--- src/wavhdr_pkg.sv ---
// shared types and constants for the wav header chunk walker
`timescale 1ns / 1ps
`default_nettype none

package wavhdr_pkg;

  // walk phases
  typedef enum logic [2:0] {
    PH_MAGIC  = 3'd0,
    PH_FORM   = 3'd1,
    PH_HEADER = 3'd2,
    PH_FMT    = 3'd3,
    PH_SKIP   = 3'd4
  } phase_t;

  // result status codes
  localparam logic [1:0] ST_DATA  = 2'd0;
  localparam logic [1:0] ST_RAW   = 2'd1;
  localparam logic [1:0] ST_TRUNC = 2'd2;
  localparam logic [1:0] ST_SHORT = 2'd3;

  // little-endian four character tags
  localparam logic [31:0] TAG_RIFF = 32'h4646_4952;
  localparam logic [31:0] TAG_DATA = 32'h6174_6164;
  localparam logic [31:0] TAG_FMT  = 32'h2074_6D66;

  // fmt body and header layout
  localparam int unsigned FMT_BODY_BYTES = 16;
  localparam int unsigned CNT_W          = 5;
  localparam logic [CNT_W-1:0] MAGIC_BYTES  = 5'd4;
  localparam logic [CNT_W-1:0] FORM_BYTES   = 5'd8;
  localparam logic [CNT_W-1:0] TAG_BYTES    = 5'd4;
  localparam logic [CNT_W-1:0] HEADER_BYTES = 5'd8;
  localparam logic [CNT_W-1:0] FMT_BYTES    = CNT_W'(FMT_BODY_BYTES);
  localparam logic [1:0] RAW_SAMPLES        = 2'd2;

  // one result request
  typedef struct packed {
    logic [1:0]  status;
    logic [15:0] channel_count;
    logic [31:0] sample_rate_hz;
    logic [15:0] sample_bits;
    logic [31:0] carried_bytes;
    logic [1:0]  carried_samples;
  } result_t;

endpackage

`default_nettype wire

--- src/wavhdr_walker.sv ---
// per-byte header walk state machine with result decode
`timescale 1ns / 1ps
`default_nettype none

module wavhdr_walker
  import wavhdr_pkg::*;
(
  input  wire logic        clk,
  input  wire logic        rst_n,
  input  wire logic        step,
  input  wire logic [7:0]  byte_value,
  input  wire logic        end_of_stream,
  output logic             emit,
  output result_t          res
);

  phase_t            phase_r, phase_nxt;
  logic [CNT_W-1:0]  cnt_r, cnt_nxt;
  logic [CNT_W-1:0]  cnt_inc;
  logic [31:0]       tag_r, tag_nxt;
  logic [31:0]       len_r, len_nxt;
  logic [31:0]       len_dec;
  logic [15:0]       chan_r, chan_nxt;
  logic [31:0]       rate_r, rate_nxt;
  logic [15:0]       bits_r, bits_nxt;
  logic              fin_r, fin_nxt;

  // state registers, updated once per accepted request
  always_ff @(posedge clk) begin
    if (!rst_n) begin
      phase_r <= PH_MAGIC;
      cnt_r   <= '0;
      tag_r   <= '0;
      len_r   <= '0;
      chan_r  <= '0;
      rate_r  <= '0;
      bits_r  <= '0;
      fin_r   <= 1'b0;
    end else if (step) begin
      phase_r <= phase_nxt;
      cnt_r   <= cnt_nxt;
      tag_r   <= tag_nxt;
      len_r   <= len_nxt;
      chan_r  <= chan_nxt;
      rate_r  <= rate_nxt;
      bits_r  <= bits_nxt;
      fin_r   <= fin_nxt;
    end
  end

  assign cnt_inc = cnt_r + 1'b1;
  assign len_dec = (len_r != '0) ? len_r - 32'd1 : len_r;

  // next state and result
  always_comb begin
    phase_nxt = phase_r;
    cnt_nxt   = cnt_r;
    tag_nxt   = tag_r;
    len_nxt   = len_r;
    chan_nxt  = chan_r;
    rate_nxt  = rate_r;
    bits_nxt  = bits_r;
    fin_nxt   = fin_r;
    emit      = 1'b0;
    res       = '0;

    if (end_of_stream) begin
      // stream end rearms everything
      if (!fin_r) begin
        emit       = 1'b1;
        res.status = ST_TRUNC;
      end
      phase_nxt = PH_MAGIC;
      cnt_nxt   = '0;
      tag_nxt   = '0;
      len_nxt   = '0;
      chan_nxt  = '0;
      rate_nxt  = '0;
      bits_nxt  = '0;
      fin_nxt   = 1'b0;
    end else if (!fin_r) begin
      unique case (phase_r)
        PH_MAGIC: begin
          tag_nxt = {byte_value, tag_r[31:8]};
          cnt_nxt = cnt_inc;
          if (cnt_inc >= MAGIC_BYTES) begin
            if (tag_nxt == TAG_RIFF) begin
              phase_nxt = PH_FORM;
              cnt_nxt   = '0;
            end else begin
              emit                = 1'b1;
              fin_nxt             = 1'b1;
              res.status          = ST_RAW;
              res.carried_bytes   = tag_nxt;
              res.carried_samples = RAW_SAMPLES;
            end
          end
        end
        PH_FORM: begin
          cnt_nxt = cnt_inc;
          if (cnt_inc >= FORM_BYTES) begin
            phase_nxt = PH_HEADER;
            cnt_nxt   = '0;
          end
        end
        PH_HEADER: begin
          if (cnt_r < TAG_BYTES) begin
            tag_nxt = {byte_value, tag_r[31:8]};
          end else begin
            len_nxt = {byte_value, len_r[31:8]};
          end
          cnt_nxt = cnt_inc;
          if (cnt_inc >= HEADER_BYTES) begin
            cnt_nxt = '0;
            if (tag_nxt == TAG_DATA) begin
              emit               = 1'b1;
              fin_nxt            = 1'b1;
              res.status         = ST_DATA;
              res.channel_count  = chan_r;
              res.sample_rate_hz = rate_r;
              res.sample_bits    = bits_r;
            end else if (tag_nxt == TAG_FMT) begin
              if (len_nxt < 32'(FMT_BODY_BYTES)) begin
                emit       = 1'b1;
                fin_nxt    = 1'b1;
                res.status = ST_SHORT;
              end else begin
                phase_nxt = PH_FMT;
              end
            end else if (len_nxt != '0) begin
              phase_nxt = PH_SKIP;
            end
          end
        end
        PH_FMT: begin
          // pick the fields out of the fmt body by offset
          unique case (cnt_r)
            5'd2:    chan_nxt[7:0]   = byte_value;
            5'd3:    chan_nxt[15:8]  = byte_value;
            5'd4:    rate_nxt[7:0]   = byte_value;
            5'd5:    rate_nxt[15:8]  = byte_value;
            5'd6:    rate_nxt[23:16] = byte_value;
            5'd7:    rate_nxt[31:24] = byte_value;
            5'd14:   bits_nxt[7:0]   = byte_value;
            5'd15:   bits_nxt[15:8]  = byte_value;
            default: ;
          endcase
          cnt_nxt = cnt_inc;
          if (cnt_inc >= FMT_BYTES) begin
            cnt_nxt = '0;
            if (len_r > 32'(FMT_BODY_BYTES)) begin
              len_nxt   = len_r - 32'(FMT_BODY_BYTES);
              phase_nxt = PH_SKIP;
            end else begin
              phase_nxt = PH_HEADER;
            end
          end
        end
        PH_SKIP: begin
          len_nxt = len_dec;
          if (len_dec == '0) begin
            phase_nxt = PH_HEADER;
            cnt_nxt   = '0;
          end
        end
        default: begin
          phase_nxt = PH_HEADER;
          cnt_nxt   = '0;
        end
      endcase
    end
  end

endmodule

`default_nettype wire

--- src/wav_header_chunk_walker_core.sv ---
// top level: input handshake, header walker and registered result channel
//
//  channel | ports                                    | dir | accepted when
//  --------+------------------------------------------+-----+-----------------------
//  input   | in_byte_value, in_end_of_stream          | in  | in_valid & in_ready
//  result  | out_status .. out_carried_samples        | out | out_valid & out_ready
//
// one byte per cycle while in_ready is high; its result, if any, shows the next cycle
// the work per byte is one compare, shift and count between state and result register
// reset clears the walk to the magic check and empties the result register
// in_ready drops only while a result waits and out_ready is low
`timescale 1ns / 1ps
`default_nettype none

module wav_header_chunk_walker_core
  import wavhdr_pkg::*;
(
  input  wire logic        clk,
  input  wire logic        rst_n,
  input  wire logic        in_valid,
  output logic             in_ready,
  input  wire logic [7:0]  in_byte_value,
  input  wire logic        in_end_of_stream,
  output logic             out_valid,
  input  wire logic        out_ready,
  output logic [1:0]       out_status,
  output logic [15:0]      out_channel_count,
  output logic [31:0]      out_sample_rate_hz,
  output logic [15:0]      out_sample_bits,
  output logic [31:0]      out_carried_bytes,
  output logic [1:0]       out_carried_samples
);

  logic    in_acc;
  logic    emit;
  result_t res;
  result_t res_r;
  logic    out_valid_r, out_valid_nxt;

  assign in_ready = !out_valid_r || out_ready;
  assign in_acc   = in_valid && in_ready;

  // header walk
  wavhdr_walker u_walker (
    .clk           (clk),
    .rst_n         (rst_n),
    .step          (in_acc),
    .byte_value    (in_byte_value),
    .end_of_stream (in_end_of_stream),
    .emit          (emit),
    .res           (res)
  );

  // result register
  assign out_valid_nxt = (out_valid_r && !out_ready) || (in_acc && emit);

  always_ff @(posedge clk) begin
    if (!rst_n) begin
      out_valid_r <= 1'b0;
    end else begin
      out_valid_r <= out_valid_nxt;
    end
  end

  always_ff @(posedge clk) begin
    if (in_acc && emit) begin
      res_r <= res;
    end
  end

  assign out_valid           = out_valid_r;
  assign out_status          = res_r.status;
  assign out_channel_count   = res_r.channel_count;
  assign out_sample_rate_hz  = res_r.sample_rate_hz;
  assign out_sample_bits     = res_r.sample_bits;
  assign out_carried_bytes   = res_r.carried_bytes;
  assign out_carried_samples = res_r.carried_samples;

  // checks
  a_raw_samples: assert property (@(posedge clk) disable iff (!rst_n)
    out_valid |-> ((out_status == ST_RAW) == (out_carried_samples == RAW_SAMPLES)))
    else $error("carried sample count does not match raw status");

  a_fmt_zero: assert property (@(posedge clk) disable iff (!rst_n)
    (out_valid && out_status != ST_DATA) |->
      (out_channel_count == '0 && out_sample_rate_hz == '0 && out_sample_bits == '0))
    else $error("fmt fields set on a non-data result");

  a_ready_when_empty: assert property (@(posedge clk) disable iff (!rst_n)
    !out_valid |-> in_ready)
    else $error("input stalled with empty result register");

  a_emit_shows: assert property (@(posedge clk) disable iff (!rst_n)
    (in_acc && emit) |=> out_valid)
    else $error("result request lost");

endmodule

`default_nettype wire

--- config.mk ---
export PLATFORM = sky130hd
export DESIGN_NAME = wav_header_chunk_walker_core
export DESIGN_NICKNAME = d
export VERILOG_FILES = /design/src/wavhdr_pkg.sv /design/src/wavhdr_walker.sv /design/src/wav_header_chunk_walker_core.sv
export SDC_FILE = /design/constraint.sdc
export NUM_CORES = 1
export LEC_CHECK = 0
export BUFFER_PORTS_ARGS = -buffer_cell sky130_fd_sc_hd__buf_2
export CAP_MARGIN = 20
export CELL_PAD_IN_SITES_DETAIL_PLACEMENT = 1
export CELL_PAD_IN_SITES_GLOBAL_PLACEMENT = 2
export CORE_MARGIN = 2
export CORE_UTILIZATION = 34
export DETAILED_ROUTE_END_ITERATION = 16
export PLACE_DENSITY = 0.77
export SYNTH_ARGS = -nofsm -noshare
export SYNTH_HDL_FRONTEND = slang
export SYNTH_SLANG_ARGS = --single-unit
--- constraint.sdc ---
create_clock -name clk -period 7.43 [get_ports clk]
set_input_delay 0.3715 -clock clk [delete_from_list [all_inputs] [get_ports clk]]
set_output_delay 0.3715 -clock clk [all_outputs]
set_load 0.005 [all_outputs]
==> results.md <==
- The flow ran to the end, and the final reports show no timing, DRC or antenna violations.
- In this run the core area contains just under 70 standard-cell rows.
- The final cell area excluding filler cells is ~14000 sq um.
- In this run the power density over the cells is 222 nW/um^2.
- The worst-skew pair later-pin latency is 560 ps.
- The routability-driven placement congestion ratio is 0.870.
- The number of DRC violations after detailed routing is 0.
- The floorplan step set the die width to approximately 190 um.
- The endpoint identified for the worst register-to-register timing path is out_carried_bytes[23]$_SDFFCE_PP0P_.
- For the final routed database, the setup TNS stands at 0 ps.
- The clock tree from TritonCTS is built.
- The total grt overflow is 0.
- The terminating pin of the worst hold path is u_walker.tag_r[27]$_SDFFE_PN0P_.
- The final critical path takes up 62.6% of the cycle.
- Setup repair after global routing left no endpoint under its margin.
- The worst setup path is of the flip-flop to flip-flop kind.
- Pin placement for this block handled 115 I/O pins.
- The placed instance count is around 1800.
- The sum of net half-perimeters after detailed placement is 25800 um.
- In this run the number of H-tree levels came out at 1.
- The pin count of the biggest net entering global routing is slightly above 80.
- The root buffer selected by CTS is clkbuf_16.
- The number of maximum-capacitance violations is 0.
- The switching power is 703 uW.
- The measured slew at the worst slew-check pin is between 1000 and 1500 ps.
- Cell internal power was estimated by the tool at 2310 uW.
- The die covers 36100 sq um.
- The total setup violations reported at the end of the flow is 0.
- VDD sags by at most ~0.14 mV.
- The count of nets left with antenna violations once routing finished came out at 0.
- The startpoint identified for the worst hold timing path is in_byte_value[3].
- The number of hold buffers added after CTS was 0.
- The startpoint identified for the worst register-to-register timing path is u_walker.cnt_r[3]$_SDFFE_PN0P_.
- The number of buffers between clock root and the deepest sink is 3.
- The worst path setup slack after routing is 2780 ps.
- The number of endpoints with negative hold slack in the final report is 0.
- The register bit count reported by yosys is approximately 240.
- The synthesized design contains 99 enable-type register cells.
- The clock power share is 47.6%.
- After floorplanning, the core was sized to cover 34300 sq um.
- For the worst flop-to-flop path, the logic depth is 9.
- OpenSTA, run right after detailed placement, puts the worst setup slack at about 2800 ps.
- The die outline height is 190 um.
- Input and output buffers added on the ports amount to 113.
- The switching power share of the total is 23.3%.
- The number of warnings issued by yosys is 0.
- The number of clock buffers inserted by TritonCTS is 27.
- The number of standard cells in the layout, taps in and fillers out is ~1800.
- The first-pass GRT wire length is 59400 um.
- The synthesis-to-finish area growth is 15.7%.
- The iteration count of the initial detailed-routing pass is 5.
- The required time of the critical path is 7590 ps.
- The number of antenna violations at the first check in global routing is 0.
- The final routed wirelength across all metal layers is approximately 38000 um.
- The number of max-slew violations in the final report was 0.
- The cell area that synthesis handed to floorplanning was 11700 sq um.
- The sequential share of power is 46.5%.
- STA classifies the critical path endpoint as a flip-flop.
- The design draws about 3000 uW.
- In the synthesized netlist the dominant register cell turns out to be dfxtp_1.
- The number of different library cells in the post-synthesis netlist is 77.
- Measured against its own limit, the worst slew margin works out to 27.8%.
- Setup slack on the worst reg-to-reg path comes out at 2780 ps.
- The CTS clock-pin slew for the worst setup and hold paths is about 60 ps.
- The routed layout has 9928 vias.
- The number of sinks handled by clock tree synthesis is 237.
- Per report_power, the combinational group accounts for a little under 6% of the total.
- The wire length per cell is 21.0 um.
- After detailed placement, the total cell area comes to 12600 sq um.
- The number of nets handed over by synthesis was 1309.
- Summed over all cells, the static leakage comes to around 0.0052 uW.
- Post-CTS timing repair inserted 0 buffers for setup.
- The first-iteration detailed-routing DRC count is 665.
- For this run, the top clock speed supported by timing is 215 MHz.
- Counting every instance in the synthesized netlist gives 1286.
- The net count of the finished layout is 1363.
- For the worst setup path, the data arrival time is roughly 4800 ps.
- The via count of the first global-routing pass is between 9000 and 10000.
- The fraction of synthesis flops using an asynchronous set or reset pin is 0%.
- After synthesis, the mean cell area works out to 9.13 sq um.
- After clock tree synthesis, the repair step resized 0 gates.
- The largest fanout of any net on the critical path is 82.
- The repair_antennas step left the layout with diodes totalling 0.
- STA classifies the critical path startpoint as a flip-flop.
- The effective utilization at floorplan is 34.3%.
- The share of cells above drive strength 1 is 15.1%.
- The worst hold path passes through 3 cells.
- The path class of the tightest hold or removal check is primary input to flip-flop.
- The overall routing resource usage is 21.0%.
- The clock arrives with 24.7 ps of skew.
- For this run, the register share of the synthesized area comes to approximately half.
- Dividing the detail-routed via count by the number of cells gives 5.47.
- The time the worst path needs with I/O delays and setup is 4650 ps.
per-layer routing:
| layer | GRT usage, % | routed length [um] | up-vias |
|---|---|---|---|
| li1 | - | - | 4752 |
| met1 | 29.1 | 17700 | 4894 |
| met3 | 2.25 | 1670 | 39 |
| met2 | 35.3 | 18200 | 243 |
| met4 | 4.62 | 618 | 0 |
| met5 | 0 | 0 | - |
Yosys cell counts, types with 6 or more instances:
cell | number | area share (%)
nand2_1 | 95 | 3.0
edfxtp_1 | 99 | 25
buf_2 | 6 | 0.26
nand4_1 | 17 | 0.91
and3_1 | 46 | 2.4
clkbuf_1 | 92 | 2.9
nor2b_1 | 17 | 0.91
nor3_1 | 39 | 1.7
a31oi_1 | 16 | 0.85
xor2_1 | 9 | 0.67
or3_1 | 9 | 0.48
and2_1 | 68 | 3.6
o21ai_0 | 63 | 2.7
dfxtp_1 | 138 | 24
ha_1 | 10 | 1.1
inv_1 | 14 | 0.45
nand3_1 | 32 | 1.4
o211ai_1 | 6 | 0.38
or4_1 | 7 | 0.45
nor4_1 | 21 | 1.1
mux2i_1 | 55 | 4.7
nor2_1 | 180 | 5.8
a22oi_1 | 51 | 3.3
xnor2_1 | 7 | 0.52
a21oi_1 | 71 | 3.0
power by group through the flow:
| stage | clock, uW | combinational [uW] | sequential [uW] |
|---|---|---|---|
| 6_report | 1430 | 178 | 1400 |
| 5_1_grt | 1520 | 196 | 1410 |
| 3_3_place_gp | 0 | 179 | 1430 |
| 3_5_place_dp | 0 | 180 | 1430 |
| 2_1_floorplan | 0 | 105 | 1430 |
| 4_1_cts | 1470 | 181 | 1400 |
flip-flops by register name, indices dropped and copies added (netlist names):
signal and count:
u_walker.chan_r 16, u_walker.cnt_r 5, u_walker.fin_r 1, out_carried_bytes 32, out_channel_count 16, u_walker.len_r 32
out_sample_bits 16, out_valid 1, u_walker.bits_r 16, u_walker.phase_r 3, out_carried_samples 1, out_status 2
u_walker.rate_r 32, out_sample_rate_hz 32, u_walker.tag_r 32
cells in the final DEF, fill, tap and decap left out, drive strengths merged, types with 7 or more instances in the layout:
master,instances
a21oi,71
a22oi,51
a31oi,16
and2,69
and3,46
buf,133
clkbuf,33
clkinv,9
dfxtp,138
edfxtp,99
ha,10
inv,15
mux2i,55
nand2,95
nand3,32
nand4,17
nor2,180
nor2b,17
nor3,39
nor4,25
o21ai,68
or3,9
or4,10
xnor2,7
xor2,9
stage by stage:
stage | hold WS [ps] | utilization, %
after floorplan | 443 | -
after global placement | 453 | 36.8
after detailed placement | 458 | 36.8
after CTS | 201 | 39.6
after global routing | 237 | 39.6
final | 212 | 39.6
critical path, stage by stage (launching register included):
cell,delay (ps)
dfxtp_1,470
or3_1,770
mux2_2,430
a211oi_1,330
o21ai_1,190
o21a_1,220
nor2_1,90
o211ai_1,200
a21oi_4,620
buf_4,860
worst max-delay path by stage:
stage / start / end / slack, ps / cells past startpoint
2_1_floorplan: u_walker.len_r[6]$_SDFFE_PN0P_ / out_carried_bytes[0]$_SDFFCE_PP0P_ / 1990 / 9
3_3_place_gp: u_walker.cnt_r[0]$_SDFFE_PN0P_ / out_carried_bytes[6]$_SDFFCE_PP0P_ / 2850 / 10
3_5_place_dp: u_walker.cnt_r[0]$_SDFFE_PN0P_ / out_carried_bytes[12]$_SDFFCE_PP0P_ / 2760 / 10
4_1_cts: u_walker.cnt_r[0]$_SDFFE_PN0P_ / out_sample_rate_hz[2]$_SDFFCE_PP0P_ / 2740 / 10
5_1_grt: u_walker.cnt_r[0]$_SDFFE_PN0P_ / out_carried_bytes[11]$_SDFFCE_PP0P_ / 2330 / 10
6_report: u_walker.cnt_r[3]$_SDFFE_PN0P_ / out_carried_bytes[23]$_SDFFCE_PP0P_ / 2780 / 9
final cells by class:
type / instances / area (sq um)
Inverter: 14 / 53.8
Sequential cell: 237 / 5740
Timing Repair Buffer: 133 / 723
Clock inverter: 17 / 246
Clock buffer: 33 / 719
Fill cell: 3986 / 20700
Multi-Input combinational cell: 927 / 5540
Tap cell: 455 / 569
cells by family (layout without fill, tap and decap cells):
logic type	count (synthesis)	count (layout)	synth area share, %
DFF	237	237	48.8
adders and majority gates	11	11	1.15
AOI/OAI and AO/OA	265	265	14.2
xor gates and xnor gates	16	16	1.19
buffers and inverters	122	197	4.26
other	1	1	0.0319
and+or+nand+nor	575	575	25.3
muxes	59	59	5.07
No activity file was read; power rests on OpenSTA's default activity.
